## src/design/efd_pkg.sv

```systemverilog
// Package with word types, frame constants and the bytewise CRC-32 step.
package efd_pkg;

    localparam logic [31:0] CRC_POLY = 32'hEDB8_8320;
    localparam logic [31:0] CRC_ALL  = 32'hFFFF_FFFF;
    localparam logic [7:0]  PRE_BYTE = 8'hAA;
    localparam logic [7:0]  SFD_BYTE = 8'hAB;
    localparam logic [4:0]  HDR_LEN  = 5'd18;
    localparam logic [2:0]  PRE_MIN  = 3'd7;
    localparam logic [15:0] BODY_MAX = 16'hFFFF;

    typedef enum logic [1:0] {
        STATUS_OK       = 2'd0,
        STATUS_CRC_BAD  = 2'd1,
        STATUS_RUNT     = 2'd2
    } status_t;

    typedef enum logic [1:0] {
        ST_HUNT  = 2'b01,
        ST_FRAME = 2'b10
    } state_t;

    typedef struct packed {
        logic [7:0] data_byte;
        logic       frame_end;
    } in_word_t;

    typedef struct packed {
        logic [47:0] dest_address;
        logic [47:0] source_address;
        logic [15:0] ether_type;
        logic [15:0] payload_length;
        logic [31:0] received_fcs;
        logic [31:0] computed_crc;
        logic [7:0]  frame_number;
        logic [1:0]  status;
    } out_word_t;

    function automatic logic [31:0] crc_byte(input logic [31:0] crc, input logic [7:0] b);
        logic [31:0] c;
        c = {24'd0, crc[7:0] ^ b};
        for (int k = 0; k < 8; k++) begin
            c = c[0] ? (CRC_POLY ^ (c >> 1)) : (c >> 1);
        end
        return c ^ (crc >> 8);
    endfunction

endpackage

```

## src/design/ethernet_frame_deframer_fcs.sv

```systemverilog
// Top level of the Ethernet deframer: input register, frame core and result register.
// A result is registered when the core steps on the frame's end byte held in the input register.
// Throughput: one byte word per cycle unless a result waits; the bytewise CRC is combinational.
// While a result waits unaccepted the core holds and the input register takes one more word.
// Reset (aresetn low, synchronous) empties both registers, restarts the preamble hunt
// and clears the frame counter.
module ethernet_frame_deframer_fcs
    import efd_pkg::*;
(
    input  logic      aclk,
    input  logic      aresetn,
    input  logic      s_valid,
    output logic      s_ready,
    input  in_word_t  s_data,
    output logic      m_valid,
    input  logic      m_ready,
    output out_word_t m_data
);

    logic      in_valid_reg;
    in_word_t  in_data_reg;
    logic      out_valid_reg;
    out_word_t out_data_reg;
    logic      adv;
    logic      res_valid;
    out_word_t res_word;

    assign adv     = in_valid_reg && (!out_valid_reg || m_ready);
    assign s_ready = !in_valid_reg || adv;
    assign m_valid = out_valid_reg;
    assign m_data  = out_data_reg;

    efd_core u_core (
        .aclk      (aclk),
        .aresetn   (aresetn),
        .step      (adv),
        .in_word   (in_data_reg),
        .res_valid (res_valid),
        .res_word  (res_word)
    );

    always_ff @(posedge aclk) begin
        if (!aresetn) begin
            in_valid_reg  <= 1'b0;
            out_valid_reg <= 1'b0;
        end else begin
            if (s_ready) begin
                in_valid_reg <= s_valid;
            end
            if (adv) begin
                out_valid_reg <= res_valid;
            end else if (m_ready) begin
                out_valid_reg <= 1'b0;
            end
        end
    end

    always_ff @(posedge aclk) begin
        if (s_valid && s_ready) begin
            in_data_reg <= s_data;
        end
        if (adv && res_valid) begin
            out_data_reg <= res_word;
        end
    end

endmodule

```

## src/design/efd_core.sv

```systemverilog
// Frame state machine: preamble hunt, header capture, CRC and FCS window, summary.
module efd_core
    import efd_pkg::*;
(
    input  logic      aclk,
    input  logic      aresetn,
    input  logic      step,
    input  in_word_t  in_word,
    output logic      res_valid,
    output out_word_t res_word
);

    state_t      state_reg, state_next;
    logic [2:0]  pre_run_reg, pre_run_next;
    logic [4:0]  hdr_idx_reg, hdr_idx_next;
    logic [47:0] dest_reg, dest_next;
    logic [47:0] source_reg, source_next;
    logic [15:0] type_reg, type_next;
    logic [31:0] tail_reg, tail_next;
    logic [31:0] crc_reg, crc_next;
    logic [15:0] body_reg, body_next;
    logic [7:0]  frame_cnt_reg, frame_cnt_next;

    logic [7:0]  b;
    logic        last;
    logic        runt;
    logic [31:0] crc_final;

    assign b    = in_word.data_byte;
    assign last = in_word.frame_end;

    always_comb begin
        state_next     = state_reg;
        pre_run_next   = pre_run_reg;
        hdr_idx_next   = hdr_idx_reg;
        dest_next      = dest_reg;
        source_next    = source_reg;
        type_next      = type_reg;
        tail_next      = tail_reg;
        crc_next       = crc_reg;
        body_next      = body_reg;
        frame_cnt_next = frame_cnt_reg;
        res_valid      = 1'b0;
        case (state_reg)
            ST_HUNT: begin
                if (last) begin
                    pre_run_next = 3'd0;
                end else if (b == PRE_BYTE) begin
                    if (pre_run_reg < PRE_MIN) begin
                        pre_run_next = pre_run_reg + 3'd1;
                    end
                end else if (b == SFD_BYTE && pre_run_reg == PRE_MIN) begin
                    state_next     = ST_FRAME;
                    pre_run_next   = 3'd0;
                    frame_cnt_next = frame_cnt_reg + 8'd1;
                    hdr_idx_next   = 5'd0;
                    dest_next      = 48'd0;
                    source_next    = 48'd0;
                    type_next      = 16'd0;
                    tail_next      = 32'd0;
                    crc_next       = CRC_ALL;
                    body_next      = 16'd0;
                end else begin
                    pre_run_next = 3'd0;
                end
            end
            ST_FRAME: begin
                if (hdr_idx_reg < 5'd6) begin
                    dest_next = {dest_reg[39:0], b};
                end else if (hdr_idx_reg < 5'd12) begin
                    source_next = {source_reg[39:0], b};
                end else if (hdr_idx_reg < 5'd14) begin
                    type_next = {type_reg[7:0], b};
                end
                if (hdr_idx_reg >= 5'd4) begin
                    crc_next = crc_byte(crc_reg, tail_reg[7:0]);
                end
                tail_next = {b, tail_reg[31:8]};
                if (hdr_idx_reg >= HDR_LEN) begin
                    if (body_reg < BODY_MAX) begin
                        body_next = body_reg + 16'd1;
                    end
                end else begin
                    hdr_idx_next = hdr_idx_reg + 5'd1;
                end
                if (last) begin
                    res_valid    = 1'b1;
                    state_next   = ST_HUNT;
                    pre_run_next = 3'd0;
                end
            end
            default: begin
                state_next = ST_HUNT;
            end
        endcase
    end

    assign runt      = hdr_idx_next < HDR_LEN;
    assign crc_final = crc_next ^ CRC_ALL;

    always_comb begin
        res_word.dest_address   = dest_next;
        res_word.source_address = source_next;
        res_word.ether_type     = type_next;
        res_word.payload_length = runt ? 16'd0 : body_next;
        res_word.received_fcs   = tail_next;
        res_word.computed_crc   = crc_final;
        res_word.frame_number   = frame_cnt_reg;
        if (runt) begin
            res_word.status = STATUS_RUNT;
        end else if (tail_next == crc_final) begin
            res_word.status = STATUS_OK;
        end else begin
            res_word.status = STATUS_CRC_BAD;
        end
    end

    always_ff @(posedge aclk) begin
        if (!aresetn) begin
            state_reg     <= ST_HUNT;
            pre_run_reg   <= 3'd0;
            hdr_idx_reg   <= 5'd0;
            frame_cnt_reg <= 8'd0;
            body_reg      <= 16'd0;
            crc_reg       <= CRC_ALL;
        end else if (step) begin
            state_reg     <= state_next;
            pre_run_reg   <= pre_run_next;
            hdr_idx_reg   <= hdr_idx_next;
            frame_cnt_reg <= frame_cnt_next;
            body_reg      <= body_next;
            crc_reg       <= crc_next;
        end
    end

    always_ff @(posedge aclk) begin
        if (step) begin
            dest_reg   <= dest_next;
            source_reg <= source_next;
            type_reg   <= type_next;
            tail_reg   <= tail_next;
        end
    end

endmodule

```

## config.mk

```make
export PLATFORM = sky130hd
export DESIGN_NAME = ethernet_frame_deframer_fcs
export DESIGN_NICKNAME = d
export VERILOG_FILES = /design/src/design/efd_pkg.sv /design/src/design/ethernet_frame_deframer_fcs.sv /design/src/design/efd_core.sv
export SDC_FILE = /design/constraint.sdc
export NUM_CORES = 1
export LEC_CHECK = 0
export BUFFER_PORTS_ARGS = -buffer_cell sky130_fd_sc_hd__clkbuf_2
export CAP_MARGIN = 25
export CORE_UTILIZATION = 30
export CTS_CLUSTER_DIAMETER = 100
export DETAILED_ROUTE_END_ITERATION = 6
export SYNTH_ARGS = -nofsm -noshare
export SYNTH_HDL_FRONTEND = slang
export SYNTH_SLANG_ARGS = --single-unit
```

## constraint.sdc

```tcl
create_clock -name aclk -period 15.6 [get_ports aclk]
set_input_delay 3.9 -clock aclk [delete_from_list [all_inputs] [get_ports aclk]]
set_output_delay 3.9 -clock aclk [all_outputs]
set_load 0.05 [all_outputs]
```

# Word level (Yosys, flattened, before mapping)
# Cells that the tools add are included.
# Widths: inputs -> output; s select.
[op_classes] order_cmp=8 bitwise_logic=13 addsub=4 mux=61 eq_ne=11 n_reduce_logical=13
[op_table] cell="$mux 32" count=15
[op_table] cell="$mux 48" count=9
[op_table] cell="$pmux 48 s2" count=2
[op_table] cell="$mux 16" count=11
[op_table] cell="$pmux 32 s2" count=2
[op_table] cell="$not 13->14" count=7
[op_table] cell="$pmux 16 s2" count=2
[op_table] cell="$eq 32x32->1" count=1
[op_table] cell="$not 32->32" count=1
[op_table] cell="$xor 32x24->32" count=1
[op_table] cell="$mux 5" count=4
[op_table] cell="$add 16x1->16 const B" count=1
[op_table] cell="$eq 8x8->1 const B" count=2
[op_table] cell="$lt 16x16->1 const B" count=1
[op_table] cell="$not 1->14" count=1
[op_table] cell="$mux 3" count=4
[op_table] cell="$lt 5x4->1 const B" count=2
[op_table] cell="$pmux 5 s2" count=1
[op_table] cell="$reduce_and 5->1" count=2
[op_table] cell="$add 8x1->8 const B" count=1
[op_table] cell="$mux 2" count=4
[op_table] cell="$xor 8x8->8" count=1
[op_table] cell="$ne 2x2->1 const B" count=3
[op_table] cell="$pmux 3 s2" count=1
[op_table] cell="other kinds (20)" count=31
[word_totals] out_inout_bits=204 wordCells=132 in_bits=13 regBits=423

# Depth between registers and ports, before layout
[depth] ltp_word=23 mapped_depth=15

# Modules after synthesis
# From an unflattened synthesis, not the netlist that was laid out.
[unflattened] hier_cells=1271 hier_area_um2=17815.8
[by_module_without_submodules] module="efd_core" cells_per_inst=1047 area_each_um2=11367.2 n_inst=1
[by_module_without_submodules] module="ethernet_frame_deframer_fcs" cells_per_inst=224 area_each_um2=6448.7 n_inst=1

# Worst setup path before layout
# Ideal clock, no wire load.
[synth_path] kind="input to register" start="in m_ready" end="reg out_data_reg (netlist bit m_data[0]), enable pin" cell_stages=6 arrival_time_ns=8.631 setup_time_ns=0.553 t_required_ns=15.047 path_buffers=1 setup_slack_ns=6.416 path_cell_list="nand2b_1 nand2_1 inv_1 clkbuf_1 nand3_1 inv_1"
[synth_between] elab_chain_len=3
[synth_lines] item="from (decl)" line_no="ethernet_frame_deframer_fcs.sv:16" text="input logic m_ready,"
[synth_lines] item="$logic_or 1x1->1" line_no="ethernet_frame_deframer_fcs.sv:28" text="assign adv = in_valid_reg && (!out_valid_reg || m_ready);"
[synth_lines] item="$logic_and 1x1->1" line_no="ethernet_frame_deframer_fcs.sv:28"
[synth_lines] item="$logic_and 1x1->1" line_no="ethernet_frame_deframer_fcs.sv:62" text="if (adv && res_valid) begin"
[synth_lines] item="to (signal assigned)" line_no="ethernet_frame_deframer_fcs.sv:63" text="out_data_reg <= res_word;"
[synth_lines] item="to (decl)" line_no="ethernet_frame_deframer_fcs.sv:23" text="out_word_t out_data_reg;"
# No other way between the ends.
# A chain may end at the register's enable or synchronous reset.

# Worst setup path in the final report
[layout_path] start="in m_ready" end="out s_ready"
[layout_between] elab_chain_len=3
[layout_lines] item="$logic_or 1x1->1" line_no="ethernet_frame_deframer_fcs.sv:28"
[layout_lines] item="$logic_and 1x1->1" line_no="ethernet_frame_deframer_fcs.sv:28"
[layout_lines] item="$logic_or 1x1->1" line_no="ethernet_frame_deframer_fcs.sv:29" text="assign s_ready = !in_valid_reg || adv;"
[layout_lines] item="to (decl)" line_no="ethernet_frame_deframer_fcs.sv:13" text="output logic s_ready,"
# No other way between the ends.

==> impl_metrics.yaml <==
critical_path:
  cp.arrival_ns: 4.45
  crit_path_start_kind: "primary input"
  crit_path_max_fanout: 3
  worstPathRequired_ns: 11.70
  critPathKind: "in2out"
  crit_path_end_kind: "output port"
clock_tree:
  cts_root_buf: "clkbuf_16"
  worstSkewPairLatency_ns: 0.57
  cts_setup_buffers: 0
  holdBufCountCts: 0
  htree_num_levels: 2
  cts_buffer_depth: 3
  cts.sinks: 423
  cts_buffers: 44
  cts_tree: "built"
  clk_pin_slew_ns: 0.06
  cts_resized: 0
worst_hold_path:
  min_path_type: "reg2reg"
timing:
  maxSlewHeadroom: 0.283
  fmax_mhz: 120
  period_minus_slack_ns: 8.35
  fin_crit_sh: 0.535
  worst_slack_ns: 7.25
  finalMaxSlewViolations: 0
  rsz0062_at_grt: "false"
  finalSetupTns_ns: 0
  hold_viol: 0
  worst_slew_pin_slew_ns: 1.08
  skew_ns: 0.0171
  setup_violations: 0
global_route:
  grt_max_degree: 123
  grt_usage: 0.167
  grt.overflow.total: 0
  grt_pass1_wl_um: 75800
  first_global_vias: 11741
  grt_antenna_before_repair: 1
placed_design:
  dpl.cell_count: 2235
  post-place-ws_ns: 7.26
  hpwl_um: 35200
  io_buffers: 216
  gp_congestion: 0.901
floorplanning:
  core_um2: 58200
  initial_core_util: 0.306
  die_area_um2: 60400
  die-width_um: 246
  die_h_um: 246
  io_pins: 217
  rows: 88
logic_synthesis:
  synth_area_leaders: "edfxtp_1 (60%), dfxtp_1 (7.6%), a22o_1 (6.1%), a21oi_1 (1.9%), xnor2_1 (1.9%)"
  synth_cells: 1309
  synth.avg_cell_area_um2: 13.6
  synth_edf_count: 355
  syn-cell-area_um2: 17800
  synth_cell_type_count: 70
  ys_ff_latch: 423
  synth_top_area_frac: 0.598
  ys.flop_type: "edfxtp_1"
  synth.yosys.seq_area_share: 0.675
  synth.net_count: 1329
  yosysMostFrequentCell: "edfxtp_1"
  yosysTopAreaCell: "edfxtp_1"
  yosys_warnings: 0
  synthTopCellsByCount: "edfxtp_1 (355), a22o_1 (125), nand2_1 (90)"
  synthArstFlopShare: 0
cells_and_area:
  area_growth_pct: 19.9
  layout-drive-gt1-share: 0.222
  largest_reg_flops: 202
  final_cells: 2318
  diodes: 0
  final_nets: 1538
power_and_ir_drop:
  powerDensity_nw_per_um2: 114
  leakagePower_nw: 6.68
  ir_drop_v: 0.0000706
detailed_routing:
  drtIter0Drc: 1121
  drc: 0
  ant_nets: 0
  routed_wl_um: 51200
  via_count: 12128
  drtPass1Iterations: 5
  avgRoutedWirePerCell_um: 22.1
  viasPerCell: 5.23
outcome:
  outcome: "finished clean"
run:
  drv_cap: 0
-- routing by layer --
| metal | vias up | share of wire | global-route usage |
|---|---|---|---|
| met5 | - | 0.00018 | 0 |
| met4 | 2 | 0.024 | 0.0469 |
| met3 | 77 | 0.078 | 0.0431 |
| met2 | 465 | 0.46 | 0.261 |
| met1 | 6080 | 0.44 | 0.226 |
| li1 | 5504 | - | - |
-- kinds of logic (layout without fill, tap and decap cells) --
family | after synthesis | count (layout) | share of synthesized area
mux | 3 | 3 | 0.00176
buf+inv | 111 | 355 | 0.0243
fa+ha+maj | 7 | 7 | 0.00491
flops | 423 | 423 | 0.675
compound gates | 391 | 391 | 0.161
simple gates | 288 | 288 | 0.0770
xor+xnor | 86 | 86 | 0.0562
-- power by group --
part	leakage [nW]	switching [W]	internal, W
clock network	0.745	0.000448	0.000676
logic	3.02	0.0000474	0.0000234
registers	2.92	0.0000140	0.00122
total	6.68	0.000509	0.00192
-- stage by stage --
stage	util	hold slack (ns)	area (um2)	total power, W
CTS	0.366	0.475	21300	0.00246
floorplan	-	0.417	17800	0.00130
finish	0.367	0.466	21400	0.00243
detailed placement	0.340	0.452	19800	0.00133
global route	0.367	0.500	21400	0.00250
global placement	0.339	0.446	19800	0.00133
-- worst max-delay path, cell delays in order --
cell and delay [ns]:
clkbuf_2 0.09, nand3b_1 0.19, clkbuf_2 0.26
-- final timing paths --
path | from | cells after the start | slack [ns] | end
worst max register to register | u_core.state_reg[0] | 11 | 11.34 | m_data[0]
worst min register to register | u_core.frame_cnt_reg[7] | 0 | 0.47 | m_data[9]
worst max-delay path | m_ready | 3 | 7.25 | s_ready
worst min-delay path | u_core.frame_cnt_reg[7] | 0 | 0.47 | m_data[9]
-- cells in the final DEF, fill, tap and decap left out, drive strengths merged, types with 8 or more instances in the layout --
master,n
or3,9
xor2,29
o21ai,60
nand3,17
nand2,90
a22oi,22
clkbuf,268
nor2,88
clkinv,17
xnor2,50
a221o,9
bufinv,8
a211oi,15
a21oi,69
buf,27
o211ai,21
inv,31
nand2b,10
nor3,27
dfxtp,68
a22o,125
edfxtp,355
-- final cells by class --
class                           instances  area, um2
Tap cell                              765        957
Fill cell                            5586      36900
Clock inverter                         29        362
Sequential cell                       423      12000
Inverter                               31        129
Multi-Input combinational cell        775       5410
Timing Repair Buffer                  243       1320
Clock buffer                           52       1180
No activity file was read; power rests on OpenSTA's default activity.
